===== config.mk =====
export PLATFORM = sky130hd
export DESIGN_NAME = sorted_priority_queue
export DESIGN_NICKNAME = d
export VERILOG_FILES = /design/src/hdl/spq_pkg.sv /design/src/hdl/spq_ctrl.sv /design/src/hdl/spq_dp.sv /design/src/hdl/sorted_priority_queue.sv
export SDC_FILE = /design/constraint.sdc
export NUM_CORES = 1
export LEC_CHECK = 0
export BUFFER_PORTS_ARGS = -buffer_cell sky130_fd_sc_hd__buf_2
export CORE_UTILIZATION = 25
export CTS_BUF_LIST = sky130_fd_sc_hd__clkbuf_8
export CTS_CLUSTER_SIZE = 20
export DETAILED_ROUTE_END_ITERATION = 8
export PLACE_DENSITY = 0.37
export SLEW_MARGIN = 0
export SYNTH_ARGS = -nofsm -noshare
export SYNTH_HDL_FRONTEND = slang
export SYNTH_SLANG_ARGS = --single-unit

===== constraint.sdc =====
create_clock -name clk_i -period 12 [get_ports clk_i]
set_input_delay 2.4 -clock clk_i [delete_from_list [all_inputs] [get_ports clk_i]]
set_output_delay 2.4 -clock clk_i [all_outputs]
set_load 0.05 [all_outputs]

===== src/hdl/spq_pkg.sv =====
`timescale 1ns / 1ps
`default_nettype none

package spq_pkg;

  // Operation codes on the command input
  localparam logic CMD_ENQ = 1'b0;
  localparam logic CMD_DEQ = 1'b1;

  // Result status codes
  typedef enum logic [1:0] {
    ST_ENQ = 2'd0,
    ST_DEQ = 2'd1,
    ST_OVF = 2'd2,
    ST_UNF = 2'd3
  } status_e;

  // Controller states
  typedef enum logic {
    S_IDLE = 1'b0,
    S_RUN  = 1'b1
  } state_e;

  // Operation issued to the datapath
  typedef enum logic [2:0] {
    OP_NONE = 3'd0,
    OP_ENQ  = 3'd1,
    OP_DEQ  = 3'd2,
    OP_OVF  = 3'd3,
    OP_UNF  = 3'd4
  } op_e;

  // Controller to datapath
  typedef struct packed {
    logic load;
    op_e  op;
  } ctrl_t;

  // Datapath to controller
  typedef struct packed {
    logic cmd_deq;
    logic full;
    logic empty;
  } dp_stat_t;

endpackage

`default_nettype wire


===== src/hdl/spq_ctrl.sv =====
`timescale 1ns / 1ps
`default_nettype none

module spq_ctrl
  import spq_pkg::*;
(
  input  wire logic     clk_i,
  input  wire logic     rst_ni,
  input  wire logic     start_i,
  input  wire dp_stat_t stat_i,
  output ctrl_t         ctrl_o,
  output logic          busy_o
);

  state_e state_q, state_d;

  // State register
  always_ff @(posedge clk_i or negedge rst_ni) begin
    if (!rst_ni) begin
      state_q <= S_IDLE;
    end else begin
      state_q <= state_d;
    end
  end

  // Next state and commands
  always_comb begin
    state_d      = state_q;
    ctrl_o.load  = 1'b0;
    ctrl_o.op    = OP_NONE;
    busy_o       = 1'b0;
    unique case (state_q)
      S_IDLE: begin
        if (start_i) begin
          ctrl_o.load = 1'b1;
          state_d     = S_RUN;
        end
      end
      S_RUN: begin
        busy_o  = 1'b1;
        state_d = S_IDLE;
        // pick the operation from the latched command and fill level
        priority if (stat_i.cmd_deq && stat_i.empty) begin
          ctrl_o.op = OP_UNF;
        end else if (stat_i.cmd_deq) begin
          ctrl_o.op = OP_DEQ;
        end else if (stat_i.full) begin
          ctrl_o.op = OP_OVF;
        end else begin
          ctrl_o.op = OP_ENQ;
        end
      end
      default: begin
        state_d = S_IDLE;
      end
    endcase
  end

endmodule

`default_nettype wire


===== src/hdl/spq_dp.sv =====
`timescale 1ns / 1ps
`default_nettype none

module spq_dp
  import spq_pkg::*;
#(
  parameter int DEPTH = 8
) (
  input  wire logic               clk_i,
  input  wire logic               rst_ni,
  input  wire ctrl_t              ctrl_i,
  input  wire logic               cmd_i,
  input  wire logic signed [31:0] item_value_i,
  input  wire logic        [7:0]  item_priority_i,
  output dp_stat_t                stat_o,
  output logic                    done_o,
  output logic             [1:0]  status_o,
  output logic signed      [31:0] out_value_o,
  output logic             [7:0]  out_priority_o,
  output logic             [3:0]  occupancy_o
);

  localparam int CW = $clog2(DEPTH + 1);

  // Latched operands
  logic        cmd_q;
  logic [31:0] in_val_q;
  logic [7:0]  in_pri_q;

  // Sorted cell array, head at index 0
  logic [31:0] val_q [DEPTH];
  logic [7:0]  pri_q [DEPTH];
  logic [31:0] val_d [DEPTH];
  logic [7:0]  pri_d [DEPTH];
  logic [DEPTH-1:0] gt;

  logic [CW-1:0] count_q, count_d;

  // Result registers
  logic        done_q;
  logic [1:0]  status_q;
  logic [31:0] res_val_q;
  logic [7:0]  res_pri_q;
  logic [3:0]  occ_q;

  // Operand capture
  always_ff @(posedge clk_i) begin
    if (ctrl_i.load) begin
      cmd_q    <= cmd_i;
      in_val_q <= item_value_i;
      in_pri_q <= item_priority_i;
    end
  end

  assign stat_o.cmd_deq = (cmd_q == CMD_DEQ);
  assign stat_o.full    = (count_q == CW'(DEPTH));
  assign stat_o.empty   = (count_q == '0);

  // Per-cell compare and shift
  for (genvar k = 0; k < DEPTH; k++) begin : g_cell
    logic        lo_gt;
    logic [31:0] lo_val;
    logic [7:0]  lo_pri;
    logic [31:0] hi_val;
    logic [7:0]  hi_pri;

    // occupied cell holding a strictly larger priority moves up on insert
    assign gt[k] = (CW'(k) < count_q) && (in_pri_q < pri_q[k]);

    if (k == 0) begin : g_lo_none
      assign lo_gt  = 1'b0;
      assign lo_val = val_q[k];
      assign lo_pri = pri_q[k];
    end else begin : g_lo
      assign lo_gt  = gt[k-1];
      assign lo_val = val_q[k-1];
      assign lo_pri = pri_q[k-1];
    end

    if (k == DEPTH - 1) begin : g_hi_none
      assign hi_val = val_q[k];
      assign hi_pri = pri_q[k];
    end else begin : g_hi
      assign hi_val = val_q[k+1];
      assign hi_pri = pri_q[k+1];
    end

    always_comb begin
      val_d[k] = val_q[k];
      pri_d[k] = pri_q[k];
      if (ctrl_i.op == OP_ENQ) begin
        if (lo_gt) begin
          val_d[k] = lo_val;
          pri_d[k] = lo_pri;
        end else if (gt[k] || (count_q == CW'(k))) begin
          val_d[k] = in_val_q;
          pri_d[k] = in_pri_q;
        end
      end else if (ctrl_i.op == OP_DEQ) begin
        val_d[k] = hi_val;
        pri_d[k] = hi_pri;
      end
    end

    always_ff @(posedge clk_i) begin
      val_q[k] <= val_d[k];
      pri_q[k] <= pri_d[k];
    end
  end

  // Fill count
  always_comb begin
    count_d = count_q;
    if (ctrl_i.op == OP_ENQ) begin
      count_d = count_q + 1'b1;
    end else if (ctrl_i.op == OP_DEQ) begin
      count_d = count_q - 1'b1;
    end
  end

  always_ff @(posedge clk_i or negedge rst_ni) begin
    if (!rst_ni) begin
      count_q <= '0;
      done_q  <= 1'b0;
    end else begin
      count_q <= count_d;
      done_q  <= (ctrl_i.op != OP_NONE);
    end
  end

  // Result payload
  always_ff @(posedge clk_i) begin
    if (ctrl_i.op != OP_NONE) begin
      occ_q <= 4'(count_d);
      unique case (ctrl_i.op)
        OP_ENQ: begin
          status_q  <= ST_ENQ;
          res_val_q <= '0;
          res_pri_q <= '0;
        end
        OP_DEQ: begin
          status_q  <= ST_DEQ;
          res_val_q <= val_q[0];
          res_pri_q <= pri_q[0];
        end
        OP_OVF: begin
          status_q  <= ST_OVF;
          res_val_q <= '0;
          res_pri_q <= '0;
        end
        OP_UNF: begin
          status_q  <= ST_UNF;
          res_val_q <= '0;
          res_pri_q <= '0;
        end
        default: begin
          status_q  <= ST_ENQ;
          res_val_q <= '0;
          res_pri_q <= '0;
        end
      endcase
    end
  end

  assign done_o         = done_q;
  assign status_o       = status_q;
  assign out_value_o    = res_val_q;
  assign out_priority_o = res_pri_q;
  assign occupancy_o    = occ_q;

endmodule

`default_nettype wire


===== src/hdl/sorted_priority_queue.sv =====
// Channel   Signals                                          Handshake
// command   cmd_i, item_value_i, item_priority_i             start_i high, busy_o low
// result    status_o, out_value_o, out_priority_o,           done_o, one cycle
//           occupancy_o
//
// The accept edge latches the operands and moves the controller to S_RUN; in
// S_RUN every cell of the sorted register array is updated at once and the result
// registers are loaded, then shown on done_o. busy_o is high for one cycle after
// each transfer, and no command is taken until the controller is back in S_IDLE.
// Reset clears the fill count and the controller; cell contents are not reset.
// Results cannot be stalled.
`timescale 1ns / 1ps
`default_nettype none

module sorted_priority_queue
  import spq_pkg::*;
#(
  parameter int DEPTH = 8
) (
  input  wire logic               clk_i,
  input  wire logic               rst_ni,
  input  wire logic               start_i,
  output logic                    busy_o,
  input  wire logic               cmd_i,
  input  wire logic signed [31:0] item_value_i,
  input  wire logic        [7:0]  item_priority_i,
  output logic                    done_o,
  output logic             [1:0]  status_o,
  output logic signed      [31:0] out_value_o,
  output logic             [7:0]  out_priority_o,
  output logic             [3:0]  occupancy_o
);

  ctrl_t    ctrl;
  dp_stat_t stat;

  // Sequencer
  spq_ctrl u_ctrl (
    .clk_i   (clk_i),
    .rst_ni  (rst_ni),
    .start_i (start_i),
    .stat_i  (stat),
    .ctrl_o  (ctrl),
    .busy_o  (busy_o)
  );

  // Cell array and result registers
  spq_dp #(
    .DEPTH (DEPTH)
  ) u_dp (
    .clk_i           (clk_i),
    .rst_ni          (rst_ni),
    .ctrl_i          (ctrl),
    .cmd_i           (cmd_i),
    .item_value_i    (item_value_i),
    .item_priority_i (item_priority_i),
    .stat_o          (stat),
    .done_o          (done_o),
    .status_o        (status_o),
    .out_value_o     (out_value_o),
    .out_priority_o  (out_priority_o),
    .occupancy_o     (occupancy_o)
  );

endmodule

`default_nettype wire


## Yosys cells after proc, flatten, opt, wreduce, memory -nomap -nowiden

Memories as Yosys holds them, arrays and structs flattened.
Cells that the tools add are included.
Widths: inputs -> output; s select.

- $add $sub $neg: 2
- Order comparisons: 16
- Reductions and logical operators: 19
- Bitwise gates (word level): 1
- Muxes and demuxes: 71
- Equal/unequal tests: 12

Operator list:

| kind | count |
|---|---|
| $mux 32 | 30 |
| $mux 8 | 30 |
| $lt 8x8->1 | 8 |
| $eq 4x3->1 const B | 4 |
| $lt 3x4->1 const A | 4 |
| $logic_and 1x1->1 | 9 |
| $mux 3 | 3 |
| $eq 4x2->1 const B | 2 |
| $logic_or 1x1->1 | 8 |
| $lt 1x4->1 const A | 2 |
| $lt 2x4->1 const A | 2 |
| $mux 4 | 2 |
| $eq 3x2->1 const B | 2 |
| $pmux 2 s3 | 1 |
| $add 4x1->4 const B | 1 |
| $eq 4x1->1 const B | 1 |
| $eq 4x4->1 const B | 1 |
| $logic_not 4->1 | 1 |
| $sub 4x1->4 const B | 1 |
| $eq 3x1->1 const B | 1 |
| $eq 3x3->1 const B | 1 |
| $mux 1 | 3 |
| $reduce_bool 3->1 | 1 |
| $mux 2 | 1 |
| 2 further kinds | 2 |

- Word-level logic and storage cells: 133
- Output and inout port bits: 48
- Flip-flop bits (word level): 93
- Memory bits (writable): 320
- Bits of input ports: 44
- Memories: 2

Memory list:

| name | words | width | rd ports | clocked after memory_dff | wr ports | line | text |
|---|---|---|---|---|---|---|---|
| u_dp.val_q | 8 | 32 | 8 | 0 | 8 | spq_dp.sv:31 | `logic [31:0] val_q [DEPTH];` |
| u_dp.pri_q | 8 | 8 | 8 | 0 | 8 | spq_dp.sv:32 | `logic [7:0] pri_q [DEPTH];` |

## Depth between registers and ports, before layout

- Word-level depth: 8
- Gate-level depth with buffers: 9
- Mapped depth without buffers: 7

## Cells and area by module

Synthesis repeated with hierarchy kept, for this count alone.

- Cell total of the unflattened synthesis: 1692
- Area total of the unflattened synthesis: 20188.1 sq um

By module, submodules not included:

| module | cells an instance | sequential area each (sq um) | area each (sq um) | instances |
|---|---|---|---|---|
| spq_dp | 1685 | 12346.8 | 20123.0 | 1 |
| spq_ctrl | 7 | 25.0 | 65.1 | 1 |

## Worst setup path before layout

Ideal clock, no wire load.

- Path kind: in2reg
- Start point: input port start_i
- End point: register u_dp.cmd_q (enable)
- Setup time: 445 ps
- Required time: 11555 ps
- Arrival: 4257 ps
- Cell stages on the path: 1
- Path buffers: 0
- Setup slack: 7298 ps
- Cell sequence: nor2b_1

- Longest elaborated chain between the ends: 2

Ends and longest elaborated chain:

| element | line | text |
|---|---|---|
| start: declaration | sorted_priority_queue.sv:22 | `input wire logic start_i,` |
| $mux 1 | spq_ctrl.sv:34 | `if (start_i) begin` |
| $mux 1 | spq_ctrl.sv:32 | `unique case (state_q)` |
| end signal: assignment | spq_dp.sv:49 | `cmd_q <= cmd_i;` |
| end: declaration | spq_dp.sv:26 | `logic cmd_q;` |

Every way passes these cells.
A chain may end at the register's enable or synchronous reset.

==> reports/results.ini <==
[synth]
synth_area_mm2=0.0215
synth_top_family_by_area=simple AND/OR/NAND/NOR gates
synth_compound_area_share_pct=11.9
synth_nets=1996
synth.distinct_cells=59
ys_warn_count=0
synth.area.mux_share_pct=8.19
synthSimpleGateAreaFrac_pct=13.8
synth_edf_count=407
yosysSeqAreaShare_pct=57.4
synth-seq-cells=413
synth.avg_cell_area_um2=11.4
synth_fa_ha_area_share_pct=3.48
synth-xor-area-share_pct=0.122
ys.flop_type=edfxtp_1
synth-async-reset-ratio_pct=1.45
synth_cells=1892

[clocking]
clk_path_buf_depth=3
clock_latency_ns=0.69
cts_setup_buffers=0
cts.sinks=413
root_buffer=clkbuf_8
cts_hold_buf=0
cts_tree=done
cts.clk_slew.worst_paths_ns=0.06
cts_resized=0
cts_made_buffers=82
htreeDepth=3

[min_path]
hold_class=register to register

[floorplanning]
die_x_um=296
rows=107
dieArea_mm2=0.0873
io_pins=92
fp.dieH_um=296
start_util_pct=25.3
core_area_mm2=0.0853

[critical_path]
crit_fanout=41
arrival_ns=4.87
crit_type=register to register
cp-end-kind=register
cp-start-kind=register
crit_required_ns=12.31

[pwr]
power_uw=4500
irDropWorstVdd_uv=102
p_leak_uw=0.00960
powerDensity_mw_per_mm2=184

[timing]
finalSetupViolCount=0
holdWs_ns=0.543
finalHoldViolations=0
fin_crit_sh_pct=38.0
fmax_mhz=219
tns_ns=0
setup_slack_ns=7.44
slew_violations=0
fin_worst_skew_ns=0.0342
worstMarginPinSlew_ns=1.15
finalCriticalPeriod_ns=4.56
rsz0062_at_grt=no
slew_headroom_pct=23.3

[drt]
vias=15650
dr.pass1.iters=5
ant_nets=0
drt_iter0_drc=1319
drc=0
totalWireLength_um=74500
viasPerCell=4.97
wire_per_inst_um=23.7

[global_routing]
antenna_found_initial=4
grt_max_degree=136
grt_util_all_layers_pct=17.0
grt_first_pass_wirelength_um=110000
grt_remaining_overflow=0
grt_pass1_vias=16094

[outcome]
status=finished, final reports clean

[cells_and_area]
layout-drive-gt1-share_pct=14.9
area_growth_pct=13.7
layout_common_cells=edfxtp_1, nand2_1, nand3_1
stdcell_area_mm2=0.0245
final_common_cell=edfxtp_1
final_nets=2050
fillers=8931

[place]
gp_congestion=0.806
portBuffers=91
placed_area_mm2=0.0230
dp.final_hpwl_um=40600
pre_cts_ws_ns=7.37

[run]
cap_viol_max_count=0

per-stage QoR:
| step | instances | util [%] |
|---|---|---|
| floorplan | 1892 | - |
| global placement | 3006 | 27.0 |
| detailed placement | 3006 | 27.0 |
| CTS | 3148 | 28.7 |
| global route | 3149 | 28.7 |
| finish | 3150 | 28.7 |
routing by layer:
layer	routed length (µm)	GRT usage, %	up-vias	share of wire [%]
li1	-	-	7207	-
met1	34600	23.3	7854	46
met2	34800	27.5	480	47
met3	3400	2.63	109	4.6
met4	1740	5.43	0	2.3
met5	0	0	-	0
logic make-up (layout without fill, tap and decap cells):
logic type	after synthesis	after routing
xor gates and xnor gates	3	3
buffers and inverters	217	329
and+or+nand+nor	644	644
DFF	413	413
other	0	2
adders and majority gates	60	60
muxes	160	160
AOI/OAI and AO/OA	395	395
Yosys cell counts, types with 3 or more instances:
master | instances | area (µm²)
o21ai_1 | 80 | 400
buf_4 | 9 | 67.6
nor2_2 | 3 | 18.8
mux2i_1 | 120 | 1200
buf_6 | 16 | 180
dfrtp_1 | 6 | 150
and2_1 | 4 | 25.0
nand2_1 | 311 | 1170
clkbuf_1 | 70 | 263
o211ai_1 | 34 | 255
a211oi_1 | 6 | 45.0
nor2b_1 | 4 | 25.0
nor2_1 | 57 | 214
nand4_1 | 45 | 282
o21ai_0 | 102 | 510
ha_1 | 60 | 751
mux2_4 | 30 | 450
o21a_1 | 3 | 22.5
a31oi_1 | 48 | 300
nand3_1 | 123 | 616
a21oi_1 | 12 | 60.1
and4_1 | 3 | 26.3
buf_1 | 5 | 18.8
and3_1 | 74 | 463
edfxtp_1 | 407 | 12200
a211o_1 | 47 | 412
nand2b_1 | 7 | 43.8
inv_1 | 61 | 229
buf_8 | 4 | 60.1
buf_2 | 51 | 255
a22oi_1 | 41 | 308
mux2_1 | 8 | 90.1
and2b_1 | 3 | 22.5
o221ai_2 | 7 | 105
registers in the layout, summed over array words and instances (netlist names):
signal and flops:
u_dp.cmd_q 1, u_dp.count_q 4, u_dp.pri_q 64, u_dp.occupancy_o 4, u_dp.in_pri_q 8, u_dp.status_o 2
u_ctrl.state_q 1, u_dp.val_q 256, u_dp.out_value_o 32, u_dp.out_priority_o 8, u_dp.in_val_q 32, u_dp.done_o 1
worst paths after layout:
path                                           to  slack (ns)               start  cells past startpoint
worst max-delay path            u_dp.val_q[0][50]        7.44    u_dp.in_pri_q[5]                      8
worst min-delay path            u_dp.val_q[1][73]        0.54  u_dp.val_q[1][105]                      2
worst max register to register  u_dp.val_q[0][50]        7.44    u_dp.in_pri_q[5]                      8
worst min register to register  u_dp.val_q[1][73]        0.54  u_dp.val_q[1][105]                      2
max in group asynchronous          u_ctrl.state_q       10.28              rst_ni                      1
min in group asynchronous             u_dp.done_o        1.56              rst_ni                      1
cell type report:
type | count | area, µm² | area share (%)
inverter | 61 | 229 | 0.935
tap | 1144 | 1430 | 5.84
clock buffer | 84 | 1160 | 4.72
multi-input combinational | 1262 | 8280 | 33.8
clock inverter | 58 | 299 | 1.22
sequential | 413 | 12400 | 50.5
antenna | 2 | 5.00 | 0.0204
timing repair buffer | 126 | 718 | 2.93
power breakdown:
part | internal, µW | switching (µW)
clock network | 673 | 666
registers | 1830 | 128
logic | 392 | 804
critical path, stage by stage (launching register included):
cell,delay [ns]
edfxtp_1,0.78
ha_1,0.37
a211o_1,0.28
a221oi_2,0.25
o31a_2,0.17
buf_4,0.72
nor2_1,0.26
a21oi_4,0.68
buf_4,0.55
Note: power is estimated with default switching activity, not from simulation.
